### config.mk
export PLATFORM = sky130hd
export DESIGN_NAME = sorted_max_priority_queue_top
export DESIGN_NICKNAME = d
export VERILOG_FILES = /design/src/hdl/smpq_pkg.sv /design/src/hdl/smpq_cell.sv /design/src/hdl/sorted_max_priority_queue_top.sv
export SDC_FILE = /design/constraint.sdc
export NUM_CORES = 2
export LEC_CHECK = 0
export BUFFER_PORTS_ARGS = -buffer_cell sky130_fd_sc_hd__buf_2
export CELL_PAD_IN_SITES_DETAIL_PLACEMENT = 2
export CELL_PAD_IN_SITES_GLOBAL_PLACEMENT = 2
export CORE_UTILIZATION = 30
export DETAILED_ROUTE_END_ITERATION = 10
export GPL_TIMING_DRIVEN = 0
export MAX_ROUTING_LAYER = met4
export PLACE_DENSITY_LB_ADDON = 0.1
export SYNTH_ARGS = -nofsm -noshare
export SYNTH_HDL_FRONTEND = slang
export SYNTH_SLANG_ARGS = --single-unit
### constraint.sdc
create_clock -name clk -period 7.6 [get_ports clk]
set_input_delay 1.52 -clock clk [delete_from_list [all_inputs] [get_ports clk]]
set_output_delay 1.52 -clock clk [all_outputs]
set_load 0.01 [all_outputs]
### src/hdl/smpq_pkg.sv
`timescale 1ns / 1ps
// Shared types and codes for the sorted max-priority queue.
package smpq_pkg;

	localparam int QUEUE_DEPTH_DEF = 16;
	localparam int KEY_W           = 32;

	// input kind codes
	localparam logic KIND_INSERT = 1'b0;
	localparam logic KIND_REMOVE = 1'b1;

	// result status codes
	localparam logic [1:0] ST_OK    = 2'd0;
	localparam logic [1:0] ST_EMPTY = 2'd1;
	localparam logic [1:0] ST_FULL  = 2'd2;

	// command broadcast to every cell of the chain
	typedef struct packed {
		logic             ins;
		logic             rem;
		logic [KEY_W-1:0] key;
	} smpq_cmd_t;

endpackage

### src/hdl/smpq_cell.sv
`timescale 1ns / 1ps
// One slot of the sorted chain: holds a key and shifts with its neighbors.
module smpq_cell #(
	parameter int IDX   = 0,
	parameter int CNT_W = 5
) (
	input  logic                      clk,
	input  smpq_pkg::smpq_cmd_t       cmd,
	input  logic [CNT_W-1:0]          count,
	input  logic [smpq_pkg::KEY_W-1:0] left_key,
	input  logic                      left_gt,
	input  logic [smpq_pkg::KEY_W-1:0] right_key,
	output logic [smpq_pkg::KEY_W-1:0] key,
	output logic                      gt
);
	import smpq_pkg::*;

	logic [KEY_W-1:0] key_q;
	logic             occupied;

	assign occupied = CNT_W'(IDX) < count;
	// stored key strictly larger than the new one: this slot stays put
	assign gt  = occupied && ($signed(key_q) > $signed(cmd.key));
	assign key = key_q;

	always_ff @(posedge clk) begin
		if (cmd.ins) begin
			if (!gt) begin
				key_q <= left_gt ? cmd.key : left_key;
			end
		end else if (cmd.rem) begin
			key_q <= right_key;
		end
	end

endmodule

### src/hdl/sorted_max_priority_queue_top.sv
`timescale 1ns / 1ps
// Sorted max-priority queue: top level with stream ports and the chain of cells.
//
// Input channel (s_*): one word per operation. s_tuser selects the operation
// (insert or remove largest), s_tdata carries the signed key to insert.
// Output channel (m_*): exactly one result word per accepted input word, in
// order. m_tuser carries the status (ok, removal from empty, insert into full);
// m_tdata carries the removed key, the empty flag and the entry count after
// the operation.
// Result: registered, and shown in the cycle after the input word is accepted.
// Throughput: one word per cycle while m_tready is high. Every cell compares its
// key with the broadcast key and shifts toward its neighbor in the same cycle, so
// the whole chain is updated together whatever its depth.
// Reset: the queue is empty and no result is pending; keys are not cleared.
// Stall: the result register holds while m_tready is low, and s_tready drops
// until the pending result is taken; no word is lost or repeated.
module sorted_max_priority_queue_top #(
	parameter int QUEUE_DEPTH = smpq_pkg::QUEUE_DEPTH_DEF,
	localparam int CNT_W = $clog2(QUEUE_DEPTH + 1),
	localparam int OUT_W = ((smpq_pkg::KEY_W + 1 + CNT_W + 7) / 8) * 8
) (
	input  logic                       clk,
	input  logic                       arst_n,
	input  logic                       s_tvalid,
	output logic                       s_tready,
	input  logic [smpq_pkg::KEY_W-1:0] s_tdata,  // [31:0] key_in
	input  logic                       s_tuser,  // [0] kind
	output logic                       m_tvalid,
	input  logic                       m_tready,
	output logic [OUT_W-1:0]           m_tdata,  // [31:0] key_out, [32] is_empty, entry_count
	output logic [1:0]                 m_tuser   // [1:0] status
);
	import smpq_pkg::*;

	logic [CNT_W-1:0] count_q;
	logic [CNT_W-1:0] count_next;
	logic             m_tvalid_q;
	logic [KEY_W-1:0] key_out_q;
	logic [1:0]       status_q;
	logic             accept;
	logic             full;
	logic             empty;
	smpq_cmd_t        cmd;
	logic [KEY_W-1:0] cell_key [QUEUE_DEPTH];
	logic             cell_gt  [QUEUE_DEPTH];
	logic [1:0]       status_next;

	assign s_tready = !m_tvalid_q || m_tready;
	assign accept   = s_tvalid && s_tready;
	assign full     = count_q == CNT_W'(QUEUE_DEPTH);
	assign empty    = count_q == '0;

	assign cmd.ins = accept && (s_tuser == KIND_INSERT) && !full;
	assign cmd.rem = accept && (s_tuser == KIND_REMOVE) && !empty;
	assign cmd.key = s_tdata;

	always_comb begin
		count_next  = count_q;
		status_next = ST_OK;
		if (cmd.ins) begin
			count_next = count_q + 1'b1;
		end else if (cmd.rem) begin
			count_next = count_q - 1'b1;
		end
		if (s_tuser == KIND_INSERT && full) begin
			status_next = ST_FULL;
		end else if (s_tuser == KIND_REMOVE && empty) begin
			status_next = ST_EMPTY;
		end
	end

	genvar gi;
	generate
		for (gi = 0; gi < QUEUE_DEPTH; gi++) begin : g_cell
			logic [KEY_W-1:0] left_key;
			logic             left_gt;
			logic [KEY_W-1:0] right_key;
			if (gi == 0) begin : g_head
				assign left_key = cmd.key;
				assign left_gt  = 1'b1;
			end else begin : g_body
				assign left_key = cell_key[gi-1];
				assign left_gt  = cell_gt[gi-1];
			end
			if (gi == QUEUE_DEPTH - 1) begin : g_tail
				assign right_key = cell_key[gi];
			end else begin : g_mid
				assign right_key = cell_key[gi+1];
			end
			smpq_cell #(
				.IDX   (gi),
				.CNT_W (CNT_W)
			) u_cell (
				.clk       (clk),
				.cmd       (cmd),
				.count     (count_q),
				.left_key  (left_key),
				.left_gt   (left_gt),
				.right_key (right_key),
				.key       (cell_key[gi]),
				.gt        (cell_gt[gi])
			);
		end
	endgenerate

	always_ff @(posedge clk or negedge arst_n) begin
		if (!arst_n) begin
			count_q    <= '0;
			m_tvalid_q <= 1'b0;
		end else begin
			count_q <= count_next;
			if (accept) begin
				m_tvalid_q <= 1'b1;
			end else if (m_tready) begin
				m_tvalid_q <= 1'b0;
			end
		end
	end

	// payload of the result word; count_q itself serves as the entry count
	always_ff @(posedge clk) begin
		if (accept) begin
			key_out_q <= cmd.rem ? cell_key[0] : '0;
			status_q  <= status_next;
		end
	end

	assign m_tvalid = m_tvalid_q;
	assign m_tuser  = status_q;
	assign m_tdata  = OUT_W'({count_q, (count_q == '0), key_out_q});

	// count stays within the depth
	assert property (@(posedge clk) disable iff (!arst_n)
		count_q <= CNT_W'(QUEUE_DEPTH))
		else $error("entry count beyond depth");

	// a successful removal drops the count by one
	assert property (@(posedge clk) disable iff (!arst_n)
		accept && s_tuser == KIND_REMOVE && !empty |=> count_q == $past(count_q) - 1'b1)
		else $error("removal did not decrement count");

	// a failed operation never reports a key
	assert property (@(posedge clk) disable iff (!arst_n)
		m_tvalid && (m_tuser == ST_FULL || m_tuser == ST_EMPTY) |-> m_tdata[KEY_W-1:0] == '0)
		else $error("key reported on failed operation");

	// head of the chain is at least as large as the next key
	assert property (@(posedge clk) disable iff (!arst_n)
		count_q >= CNT_W'(2) |-> $signed(cell_key[0]) >= $signed(cell_key[1]))
		else $error("chain out of order");

endmodule

==> reports/metrics.yaml <==
routing:
  viasPerCell: 6.02
  num_vias: 31100
  drtAntennaViolNets: 0
  dr_wl_met3_um: 5680
  wl_met2_um: 78700
  top_layer: "met4"
  wire_per_inst_um: 32.3
  drtIter0Drc: 2443
  drt-met1-wl_um: 77100
  dr.pass1.iters: 9
  wirelength_um: 167000
  route.detailed.drc: 4
die:
  die_area_sq_mm: 0.126
  die_h_um: 355
  initial_utilization: 0.303
  core_area_sq_mm: 0.124
  rows: 129
  die_w_um: 355
  io_pins: 81
logic_synthesis:
  ys_async_sr_fraction: 0.0109
  syn_inst: 3307
  syn_area_per_cell_sq_um: 11.3
  synthFlopType: "edfxtp_1"
  synth_area_leader_cell: "edfxtp_1"
  synth_cell_type_count: 64
  postSynthRegisterBits: 552
  synth.yosys.seq_area_share: 0.442
  yosys-top-cells-area: "edfxtp_1 (44%), ha_1 (17%), a221o_1 (12%), nor2_1 (3.8%), a21oi_1 (2.8%)"
  synth_warnings: 0
  yosys.area.top_type_share: 0.438
  syn_area_sq_mm: 0.0375
  synth_edf_count: 546
grt:
  grt.overflow.total: 0
  grt_pass1_vias: 33300
  grt_pass1_wl_um: 240000
  antenna_found_initial: 2
  gr-usage-all-layers: 0.268
  grt_max_degree: 33
cts:
  cts_setup_buffers: 0
  cts_inserted_buffers: 74
  clk_path_buf_depth: 3
  cts_resized: 0
  cts_tree: "built"
  clockRootBuffer: "clkbuf_16"
  h-tree-depth: 3
  clk_latency_ns: 0.66
  clk_pin_slew_ns: 0.06
  cts_hold_buf: 0
  cts_sinks: 552
worst_setup_path:
  critPathRequiredTime_ns: 7.95
  critPathMaxFanout: 17
  end_kind: "flip-flop"
  critPathLaunchType: "primary input"
  cp.arrival_ns: 6.59
  path_class: "in2reg"
placed_design:
  post_dp_cell_area_sq_mm: 0.0401
  dp_hpwl_um: 137000
  place_ws_ns: 0.807
  place.gp.congestion: 0.888
  io_buffer_count: 78
sta:
  rsz0062_at_grt: "false"
  fin_skew_ns: 0.0186
  setup_viol: 0
  finalCritPeriodShare: 0.821
  layout_min_cycle_time_ns: 6.24
  tightest_slew_ns: 1.41
  slew_headroom: 0.0518
  hold_viol_final: 0
  slew_viol_final: 0
  fin_ws_ns: 1.36
  clock.fmax_ghz: 0.160
cells_and_area:
  num-fill-cells: 13100
  layout-drive-gt1-share: 0.0970
  area_growth_pct: 13.0
  final_nets: 4021
  final_cell_area_sq_mm: 0.0423
run_status:
  violations: "design-rule violations"
  run_status: "finished with violations"
worst_hold_path:
  hp-class: "reg2reg"
power:
  powerDensity_mw_per_mm2: 299
  ir_worst_vdd_mv: 0.193
  leakagePower_nw: 16.1
flow_run:
  cap_viol_max_count: 0
## Yosys cell counts (5+ instances only)
master,number
edfxtp_1,546
ha_1,515
a221o_1,463
nor2_1,384
a21oi_1,213
nand2_1,202
nand4_1,119
nor3_1,115
clkbuf_1,107
nand3_1,66
buf_6,63
a21o_1,57
inv_1,53
o21ai_0,48
nor4_1,42
and2_1,32
mux2_1,29
nor2b_1,19
o211ai_1,19
o31a_1,17
buf_2,16
nand2b_1,13
a211o_1,12
buf_4,12
a21oi_4,11
o221ai_1,11
or3b_4,11
nand2_4,10
o31ai_4,10
a2111oi_0,7
or3_1,7
dfrtp_1,6
a211oi_1,5
a31oi_1,5
buf_1,5
## metal layers
layer / global-route usage / vias to the layer above
met2: 0.431 / 783
met5: - / -
met4: 0.0854 / 0
li1: - / 13800
met3: 0.0202 / 250
met1: 0.358 / 16300
## cell families after synthesis
| family | synth area share |
|---|---|
| AND/OR/NAND/NOR | 0.133 |
| buffers and inverters | 0.0400 |
| XOR/XNOR | 0.00117 |
| other | 0.000100 |
| multiplexers | 0.00962 |
| adder cells (fa/ha/maj) | 0.172 |
| flip-flops | 0.442 |
| AO/OA/AOI/OAI | 0.203 |
## report_power, final
group / leakage, nW / internal (W) / switching (W)
sequential: 5.23 / 0.00417 / 0.000611
combinational: 9.81 / 0.00167 / 0.00281
clock: 1.06 / 0.00190 / 0.00151
total: 16.1 / 0.00775 / 0.00493
## placed cells by master, fill, tap and decap left out, types with 12 or more instances in the layout
| cell type | synthesis | final |
|---|---|---|
| clkinv_1 | 0 | 13 |
| a21oi_1 | 213 | 213 |
| o211ai_1 | 19 | 19 |
| a21o_1 | 57 | 57 |
| a221o_1 | 463 | 463 |
| nand4_1 | 119 | 119 |
| nand2_1 | 202 | 202 |
| buf_4 | 12 | 12 |
| inv_1 | 53 | 52 |
| nor4_1 | 42 | 42 |
| mux2_1 | 29 | 29 |
| o21ai_0 | 48 | 45 |
| ha_1 | 515 | 515 |
| buf_2 | 16 | 94 |
| buf_6 | 63 | 64 |
| nand3_1 | 66 | 66 |
| clkbuf_16 | 0 | 75 |
| a211o_1 | 12 | 12 |
| clkbuf_1 | 107 | 136 |
| nor2_1 | 384 | 384 |
| and2_1 | 32 | 32 |
| edfxtp_1 | 546 | 546 |
| nor2b_1 | 19 | 19 |
| nor3_1 | 115 | 114 |
| o31a_1 | 17 | 16 |
## path summary, 6_finish.rpt
path	end	from	slack [ns]	cells after the start
max reg2reg	g_cell[14].u_cell.key[26]$_DFFE_PP_	g_cell[14].u_cell.key[31]$_DFFE_PP_	2.48	10
max	g_cell[14].u_cell.key[26]$_DFFE_PP_	s_tdata[31]	1.36	12
min reg2reg	m_tvalid$_DFFE_PN0P_	m_tvalid$_DFFE_PN0P_	0.55	2
min	m_tvalid$_DFFE_PN0P_	m_tvalid$_DFFE_PN0P_	0.55	2
min in group asynchronous	m_tvalid$_DFFE_PN0P_	arst_n	0.75	1
max in group asynchronous	count_q[4]$_DFFE_PN0P_	arst_n	6.60	1
## state kept, by name, indices dropped and copies added (netlist names)
name and cells:
count_q 5, key_out_q 32, m_tvalid 1, g_cell.u_cell.key 512, m_tuser 2
## through the flow
step	std cells	util	hold slack [ns]	TNS, ns	total power [W]
2_1_floorplan	3308	-	0.528	0	0.00747
3_3_place_gp	5023	0.322	0.509	-105.69	0.00893
5_1_grt	5161	0.342	0.602	0	0.0132
6_report	5163	0.342	0.546	0	0.0127
3_5_place_dp	5030	0.324	0.535	0	0.00926
4_1_cts	5161	0.342	0.552	0	0.0127
## worst max-delay path, stage by stage
cell and delay [ns]:
buf_2 0.12, inv_1 0.62, ha_1 0.50, nand4_1 0.26, nor4_1 1.22, o311a_1 0.37, a211oi_1 0.07, xor2_1 0.22
nand2_1 0.25, buf_2 0.40, a21o_1 0.76, buf_16 0.24
## final cells by class
| cell class | count | area [sq um] | share of cell area |
|---|---|---|---|
| timing repair buffer | 85 | 559 | 0.0132 |
| tap | 1637 | 2050 | 0.0484 |
| buffer | 203 | 1300 | 0.0307 |
| clock inverter | 25 | 170 | 0.00402 |
| inverter | 53 | 199 | 0.00470 |
| antenna | 2 | 5.00 | 0.000118 |
| multi-input combinational | 2500 | 19500 | 0.460 |
| clock buffer | 106 | 2010 | 0.0476 |
| sequential | 552 | 16500 | 0.391 |
(Power assumes the default switching activity.)
